===== src/hdl/bli_pkg.sv =====
// ----------------------------------------------------------------------------
// bli_pkg
// Shared constants and types for the breakpoint linear interpolator.
// ----------------------------------------------------------------------------
package bli_pkg;

  localparam int POINTS   = 64;
  localparam int ADDR_W   = $clog2(POINTS);
  localparam int PTR_W    = ADDR_W + 1;
  localparam int COUNT_W  = 7;
  localparam int DATA_W   = 16;
  localparam int DIV_STEPS = DATA_W;
  localparam int DCNT_W   = $clog2(DIV_STEPS);

  localparam logic [DATA_W-1:0] FACTOR_MAX = {DATA_W{1'b1}};

  localparam logic [1:0] CFG_POINT_COUNT    = 2'd0;
  localparam logic [1:0] CFG_TABLE_ENABLE   = 2'd1;
  localparam logic [1:0] CFG_DEFAULT_FACTOR = 2'd2;

  localparam logic ACT_WRITE = 1'b0;
  localparam logic ACT_QUERY = 1'b1;

  typedef enum logic [5:0] {
    S_IDLE  = 6'b000001,
    S_FIRST = 6'b000010,
    S_SCAN  = 6'b000100,
    S_MUL   = 6'b001000,
    S_DIV   = 6'b010000,
    S_FIN   = 6'b100000
  } state_t;

endpackage


===== src/hdl/breakpoint_linear_interpolator_core.sv =====
// ----------------------------------------------------------------------------
// breakpoint_linear_interpolator_core
// Stores breakpoints in one synchronous table and answers queries by walking
// it for the enclosing segment and interpolating with a serial divider.
// A query that uses the default factor answers in the cycle after start;
// a query that walks the table reads one entry per cycle, then takes a
// multiply step and the serial divide. One item is in work at a time.
// Reset clears the registers to point_count 0, table_enable 0 and
// default_factor 16384; the breakpoint table is not cleared.
// ----------------------------------------------------------------------------
module breakpoint_linear_interpolator_core
  import bli_pkg::*;
(
  input  logic                     clk,
  input  logic                     rst_n,
  input  logic                     start,
  output logic                     busy,
  input  logic                     in_action,
  input  logic [ADDR_W-1:0]        in_entry_index,
  input  logic signed [DATA_W-1:0] in_entry_x,
  input  logic [DATA_W-1:0]        in_entry_factor,
  input  logic signed [DATA_W-1:0] in_query_eta,
  output logic                     out_strobe,
  output logic [DATA_W-1:0]        out_factor,
  output logic                     out_in_range,
  input  logic                     cfg_we,
  input  logic [1:0]               cfg_index,
  input  logic [DATA_W-1:0]        cfg_wdata
);

  logic [2*DATA_W-1:0] mem [POINTS];
  logic [2*DATA_W-1:0] rd_data_r;
  logic [ADDR_W-1:0]   rd_addr;

  state_t state_r, state_nxt;

  logic [COUNT_W-1:0] point_count_r;
  logic               table_enable_r;
  logic [DATA_W-1:0]  default_factor_r;

  logic [PTR_W-1:0]  ptr_r, ptr_nxt;
  logic [PTR_W-1:0]  n_r, n_nxt;
  logic              first_r, first_nxt;
  logic signed [DATA_W-1:0] q_r, q_nxt;
  logic signed [DATA_W-1:0] prev_x_r, prev_x_nxt;
  logic [DATA_W-1:0] prev_y_r, prev_y_nxt;
  logic [DATA_W-1:0] dy_r, dy_nxt;
  logic              dy_neg_r, dy_neg_nxt;
  logic [DATA_W-1:0] dq_r, dq_nxt;
  logic [DATA_W-1:0] dx_r, dx_nxt;
  logic [DATA_W-1:0] rem_r, rem_nxt;
  logic [DATA_W-1:0] lo_r, lo_nxt;
  logic [DCNT_W-1:0] dcnt_r, dcnt_nxt;

  logic              out_strobe_r, out_strobe_nxt;
  logic [DATA_W-1:0] out_factor_r, out_factor_nxt;
  logic              out_in_range_r, out_in_range_nxt;

  logic                     accept;
  logic [PTR_W-1:0]         n_clamp;
  logic signed [DATA_W-1:0] cur_x;
  logic [DATA_W-1:0]        cur_y;
  logic signed [DATA_W:0]   dx_full;
  logic signed [DATA_W:0]   dq_full;
  logic [2*DATA_W-1:0]      prod;
  logic [DATA_W:0]          shifted;
  logic                     fits;
  logic signed [DATA_W+1:0] sum;

  assign accept  = start && (state_r == S_IDLE);
  assign busy    = (state_r != S_IDLE);
  assign rd_addr = ptr_r[ADDR_W-1:0];
  assign n_clamp = (point_count_r > COUNT_W'(POINTS)) ? PTR_W'(POINTS)
                                                      : PTR_W'(point_count_r);
  assign cur_x   = $signed(rd_data_r[2*DATA_W-1:DATA_W]);
  assign cur_y   = rd_data_r[DATA_W-1:0];
  assign dx_full = (DATA_W+1)'(cur_x) - (DATA_W+1)'(prev_x_r);
  assign dq_full = (DATA_W+1)'(q_r) - (DATA_W+1)'(prev_x_r);
  assign prod    = dy_r * dq_r;
  assign shifted = {rem_r, lo_r[DATA_W-1]};
  assign fits    = (shifted >= {1'b0, dx_r});
  assign sum     = dy_neg_r ? ($signed({2'b00, prev_y_r}) - $signed({2'b00, lo_r}))
                            : ($signed({2'b00, prev_y_r}) + $signed({2'b00, lo_r}));

  always_ff @(posedge clk) begin
    if (accept && (in_action == ACT_WRITE)) begin
      mem[in_entry_index] <= {in_entry_x, in_entry_factor};
    end
    rd_data_r <= mem[rd_addr];
  end

  always_ff @(posedge clk) begin
    if (!rst_n) begin
      point_count_r    <= '0;
      table_enable_r   <= 1'b0;
      default_factor_r <= 16'd16384;
    end else if (cfg_we) begin
      case (cfg_index)
        CFG_POINT_COUNT:    point_count_r    <= cfg_wdata[COUNT_W-1:0];
        CFG_TABLE_ENABLE:   table_enable_r   <= cfg_wdata[0];
        CFG_DEFAULT_FACTOR: default_factor_r <= cfg_wdata;
        default: ;
      endcase
    end
  end

  always_comb begin
    state_nxt        = state_r;
    ptr_nxt          = ptr_r;
    n_nxt            = n_r;
    first_nxt        = first_r;
    q_nxt            = q_r;
    prev_x_nxt       = prev_x_r;
    prev_y_nxt       = prev_y_r;
    dy_nxt           = dy_r;
    dy_neg_nxt       = dy_neg_r;
    dq_nxt           = dq_r;
    dx_nxt           = dx_r;
    rem_nxt          = rem_r;
    lo_nxt           = lo_r;
    dcnt_nxt         = dcnt_r;
    out_strobe_nxt   = 1'b0;
    out_factor_nxt   = out_factor_r;
    out_in_range_nxt = out_in_range_r;
    case (state_r)
      S_IDLE: begin
        if (accept && (in_action == ACT_QUERY)) begin
          q_nxt   = in_query_eta;
          n_nxt   = n_clamp;
          ptr_nxt = '0;
          if (!table_enable_r || (n_clamp < PTR_W'(2))) begin
            out_strobe_nxt   = 1'b1;
            out_factor_nxt   = default_factor_r;
            out_in_range_nxt = 1'b0;
          end else begin
            state_nxt = S_FIRST;
          end
        end
      end
      S_FIRST: begin
        ptr_nxt   = ptr_r + PTR_W'(1);
        first_nxt = 1'b1;
        state_nxt = S_SCAN;
      end
      S_SCAN: begin
        if (first_r) begin
          first_nxt  = 1'b0;
          prev_x_nxt = cur_x;
          prev_y_nxt = cur_y;
          ptr_nxt    = ptr_r + PTR_W'(1);
        end else if ((prev_x_r <= q_r) && (q_r < cur_x)) begin
          dx_nxt     = dx_full[DATA_W-1:0];
          dq_nxt     = dq_full[DATA_W-1:0];
          dy_neg_nxt = (cur_y < prev_y_r);
          dy_nxt     = (cur_y < prev_y_r) ? (prev_y_r - cur_y) : (cur_y - prev_y_r);
          state_nxt  = S_MUL;
        end else if (ptr_r == n_r) begin
          out_strobe_nxt = 1'b1;
          if (q_r == cur_x) begin
            out_factor_nxt   = cur_y;
            out_in_range_nxt = 1'b1;
          end else begin
            out_factor_nxt   = default_factor_r;
            out_in_range_nxt = 1'b0;
          end
          state_nxt = S_IDLE;
        end else begin
          prev_x_nxt = cur_x;
          prev_y_nxt = cur_y;
          ptr_nxt    = ptr_r + PTR_W'(1);
        end
      end
      S_MUL: begin
        rem_nxt   = prod[2*DATA_W-1:DATA_W];
        lo_nxt    = prod[DATA_W-1:0];
        dcnt_nxt  = '0;
        state_nxt = S_DIV;
      end
      S_DIV: begin
        rem_nxt  = fits ? DATA_W'(shifted - {1'b0, dx_r}) : shifted[DATA_W-1:0];
        lo_nxt   = {lo_r[DATA_W-2:0], fits};
        dcnt_nxt = dcnt_r + DCNT_W'(1);
        if (dcnt_r == DCNT_W'(DIV_STEPS - 1)) begin
          state_nxt = S_FIN;
        end
      end
      S_FIN: begin
        out_strobe_nxt   = 1'b1;
        out_in_range_nxt = 1'b1;
        if (sum < 0) begin
          out_factor_nxt = '0;
        end else if (sum > $signed({2'b00, FACTOR_MAX})) begin
          out_factor_nxt = FACTOR_MAX;
        end else begin
          out_factor_nxt = sum[DATA_W-1:0];
        end
        state_nxt = S_IDLE;
      end
      default: begin
        state_nxt = S_IDLE;
      end
    endcase
  end

  always_ff @(posedge clk) begin
    if (!rst_n) begin
      state_r      <= S_IDLE;
      out_strobe_r <= 1'b0;
      first_r      <= 1'b0;
      ptr_r        <= '0;
      dcnt_r       <= '0;
    end else begin
      state_r      <= state_nxt;
      out_strobe_r <= out_strobe_nxt;
      first_r      <= first_nxt;
      ptr_r        <= ptr_nxt;
      dcnt_r       <= dcnt_nxt;
    end
  end

  always_ff @(posedge clk) begin
    n_r            <= n_nxt;
    q_r            <= q_nxt;
    prev_x_r       <= prev_x_nxt;
    prev_y_r       <= prev_y_nxt;
    dy_r           <= dy_nxt;
    dy_neg_r       <= dy_neg_nxt;
    dq_r           <= dq_nxt;
    dx_r           <= dx_nxt;
    rem_r          <= rem_nxt;
    lo_r           <= lo_nxt;
    out_factor_r   <= out_factor_nxt;
    out_in_range_r <= out_in_range_nxt;
  end

  assign out_strobe   = out_strobe_r;
  assign out_factor   = out_factor_r;
  assign out_in_range = out_in_range_r;

endmodule

===== config.mk =====
export PLATFORM = sky130hd
export DESIGN_NAME = breakpoint_linear_interpolator_core
export DESIGN_NICKNAME = d
export VERILOG_FILES = /design/src/hdl/bli_pkg.sv /design/src/hdl/breakpoint_linear_interpolator_core.sv
export SDC_FILE = /design/constraint.sdc
export NUM_CORES = 2
export LEC_CHECK = 0
export BUFFER_PORTS_ARGS = -buffer_cell sky130_fd_sc_hd__clkbuf_2
export CORE_UTILIZATION = 55
export DETAILED_ROUTE_END_ITERATION = 8
export HOLD_SLACK_MARGIN = 0.15
export PLACE_DENSITY = 0.74
export REMOVE_ABC_BUFFERS = 1
export SYNTH_ARGS = -nofsm -noshare
export SYNTH_HDL_FRONTEND = slang
export SYNTH_SLANG_ARGS = --single-unit

===== constraint.sdc =====
create_clock -name clk -period 6.6 [get_ports clk]
set_input_delay 0.33 -clock clk [delete_from_list [all_inputs] [get_ports clk]]
set_output_delay 0.33 -clock clk [all_outputs]
set_load 0.005 [all_outputs]

==> results.toml <==
[detailed_routing]
wire_per_inst_microns = 28.48
route.detailed.drc = 0
detail_route.iter0.violations = 5505
detail_route.first_pass.iterations = 5
drt_wirelength_microns = 231400
detailroute.via_count = 50730
antenna_violating_nets_post_route = 0
vias_per_cell = 6.243

[critical_path]
cp_slowest_stage_delay_ps = 610
cp_data_required_time_ps = 7150
timing.critical_path.to_type = "flop"
critPathMaxFanout = 11
path_cells = "buf_4, nand2_1, fa_1, fa_1, inv_1, fa_1, fa_1, fa_1, inv_1, fa_1, inv_1, ha_2, a21oi_2, o211ai_1, a31oi_1, o21bai_1, o211a_1, o41ai_2, buf_4, xor2_1, o21ai_0"
startpoint_type = "flop"
r2r_setup_slk_ps = 240
critical-path-top-delay-family = "adder cells"
cp_common_cell = "sky130_fd_sc_hd__fa_1"
buffering_stage_count_on_the_worst_path_with_inverters_included = 5
crit_path_top_delay_cell = "sky130_fd_sc_hd__edfxtp_1"
critical_path_arrival_ps = 6920
timing_worst_setup_path_type = "reg2reg"

[synth]
proportion_of_register_bits_with_asynchronous_set_or_reset_after_synthesis_pct = 0
postSynthRegisterBits = 2276
syn-instance-count = 5303
synth.yosys.warnings = 0
synth.cell_area_sq_mm = 0.09945
mean_area_per_synthesized_cell_sq_um = 18.75
synth-edff-count = 2201
synthDominantAreaCellType = "sky130_fd_sc_hd__edfxtp_1"
synth_top_area_share_pct = 66.46
ys_top_cells_by_count = "2,201 x sky130_fd_sc_hd__edfxtp_1, 672 x sky130_fd_sc_hd__mux4_2, 366 x sky130_fd_sc_hd__inv_1"
synthMostInstantiatedCell = "sky130_fd_sc_hd__edfxtp_1"
number_of_distinct_library_cell_variants_in_the_gate_level_netlist_after_synthesis = 74
synth_area_leaders = "sky130_fd_sc_hd__edfxtp_1 66%, sky130_fd_sc_hd__mux4_2 15%, sky130_fd_sc_hd__fa_1 4.0%, sky130_fd_sc_hd__ha_1 2.9%, sky130_fd_sc_hd__dfxtp_1 1.5%"
yosysSeqAreaShare_pct = 67.97
postSynth.topFlopCell = "sky130_fd_sc_hd__edfxtp_1"

[cells_and_area]
sequential_cell_area_sq_mm = 0.06761
multi_input_gate_area_in_the_final_layout_sq_mm = 0.03014
areaGrowthSynthToFinish_pct = 11.88
finish.net_count = 6092
fraction_of_layout_cells_with_a_size_suffix_above_1_pct = 23.25
fillers = 12190

[power]
total_power_per_unit_cell_area_mw_per_mm2 = 265.1
total_leakage_power_nw = 36.73
max-vdd-ir-drop_v = 0.0002829

[clock_tree]
clock-sinks = 2276
cts_made_buffers = 215
cts.root.buffer_cell = "sky130_fd_sc_hd__clkbuf_16"
cts_tree = "yes"
clkSlewWorstSetupHoldPaths_ps = 60
ctsLongestPathBuffers = 3
h-tree-depth = 4
insertion_delay_ps = 870

[grt]
grt.overflow.total = 0
grt_pass1_vias = 52480
grt_start_max_net_pins = 148
global_route_wire_length_before_repair_microns = 343300
grtUsageTotal_pct = 25.91
antenna_found_initial = 24

[die]
fp.dieH_microns = 427.2
dieWidth_microns = 427.2
fp.coreArea_sq_mm = 0.1790
initial_core_util_pct = 55.56
design.die.area_sq_mm = 0.1825
row_count = 155
io_pins = 96

[hold_path]
worstHoldPathType = "in2reg"

[sta]
timing.setup.tns_ps = 0
slew_violations = 0
maximum_clock_frequency_mhz = 157.1
final.setup_skew_ps = 82.92
layout_setup_ws_ps = 235.8
finalSetupViolCount = 0
timing.final.crit_share_pct = 96.43
slew-limit-headroom_pct = 6.642
final.min_clock_period_ps = 6364
timing_worst_slew_pin_value_ps = 1400
hold_viol = 0

[place]
dp_hpwl_microns = 142000
pre_cts_slack_ps = -26.15
gp_routability_congestion = 0.8954
port_buffers = 95

[job]
maximum_capacitance_violations = 0

[status]
outcome = "completed"
==> layout by cell type, fill, tap and decap left out, drive strengths merged, types with 10 or more instances in the layout <==
| cell | n |
|---|---|
| a31oi | 13 |
| xnor2 | 60 |
| nor2 | 180 |
| dfxtp | 75 |
| nand3 | 47 |
| nand3b | 10 |
| nand4 | 16 |
| nand2b | 14 |
| nor3 | 33 |
| a21oi | 131 |
| o21a | 11 |
| nand2 | 273 |
| o31ai | 14 |
| ha | 232 |
| o211ai | 17 |
| bufinv | 13 |
| and2 | 118 |
| or3 | 14 |
| nor2b | 40 |
| fa | 201 |
| mux4 | 672 |
| clkbuf | 373 |
| a211oi | 14 |
| a21o | 31 |
| buf | 163 |
| inv | 373 |
| and3 | 10 |
| o21bai | 12 |
| dlygate4sd3 | 37 |
| o221ai | 15 |
| o21ai | 90 |
| mux2i | 24 |
| edfxtp | 2201 |
| xor2 | 33 |
| clkinv | 94 |
==> logic make-up after synthesis <==
family	count (synthesis)	synth area share (%)
compound gates	414	2.694
xor+xnor	93	0.8191
fa+ha+maj	433	6.965
buf+inv	600	2.286
flops	2276	67.97
mux	698	15.48
simple gates	789	3.782
==> registers in the layout (all words and copies together) (netlist names), 16 cells and up <==
register and flops:
mem 2048, rd_data_r 32, default_factor_r 16, dq_r 16, dx_r 16, dy_r 16, lo_r 16, out_factor 16
prev_x_r 16, prev_y_r 16, q_r 16, rem_r 16
==> path summary, 6_finish.rpt <==
path                                                   startpoint  cells past startpoint                                 to
worst max-delay path                            dq_r[8]$_DFFE_PP_                     21                rem_r[12]$_DFFE_PP_
worst min-delay path                             in_query_eta[15]                      2                  q_r[15]$_DFFE_PP_
worst max register to register                  dq_r[8]$_DFFE_PP_                     21                rem_r[12]$_DFFE_PP_
worst min register to register  default_factor_r[10]$_SDFFE_PN0P_                      2  default_factor_r[10]$_SDFFE_PN0P_
==> report_power, final <==
part / leakage (nW) / internal [mW] / total, mW / switching [mW]
clock: 3.36 / 6.70 / 12.1 / 5.40
combinational: 12.9 / 0.489 / 1.30 / 0.816
sequential: 20.4 / 16.0 / 16.1 / 0.0816
==> repair_timing <==
| action | CTS | global route |
|---|---|---|
| endpoints found under the setup margin | 2 | 6 |
| hold buffers | 37 | 0 |
| endpoints found under the hold margin | 49 | 0 |
| buffers inserted | 0 | 12 |
| gates resized for setup | 1 | 16 |
| pin swaps | 0 | 5 |
==> per-layer routing <==
layer | global-route usage, % | vias up | wire [microns]
met4 | 7.685 | 8 | 6621
li1 | - | 21490 | -
met5 | 0 | - | 54
met2 | 43.00 | 2310 | 115600
met1 | 35.54 | 26540 | 90360
met3 | 4.360 | 386 | 18760
==> through the flow <==
step                cells  instance area (sq um)  power (mW)  util, %  hold WS (ps)
floorplan            5070                  98550       17.41        -         401.8
global placement     7671                 103800       17.64    57.98         446.3
detailed placement   7671                 103800       17.68    57.98         454.4
CTS                  8107                 111100       29.66    62.06         167.7
global route         8124                 111300       30.30    62.15         196.3
finish               8126                 111300       29.50    62.16         226.7
==> cell type report <==
cell class              count  area share [%]
flip-flops and latches   2276           60.77
multi-input cells        2427           27.09
clock buffers             278           5.168
well taps                2355           2.648
repair buffers            295           2.011
inverters                 367           1.238
clock inverters           121           1.064
diodes                      7         0.01574
Note: power is estimated with default switching activity, not from simulation.
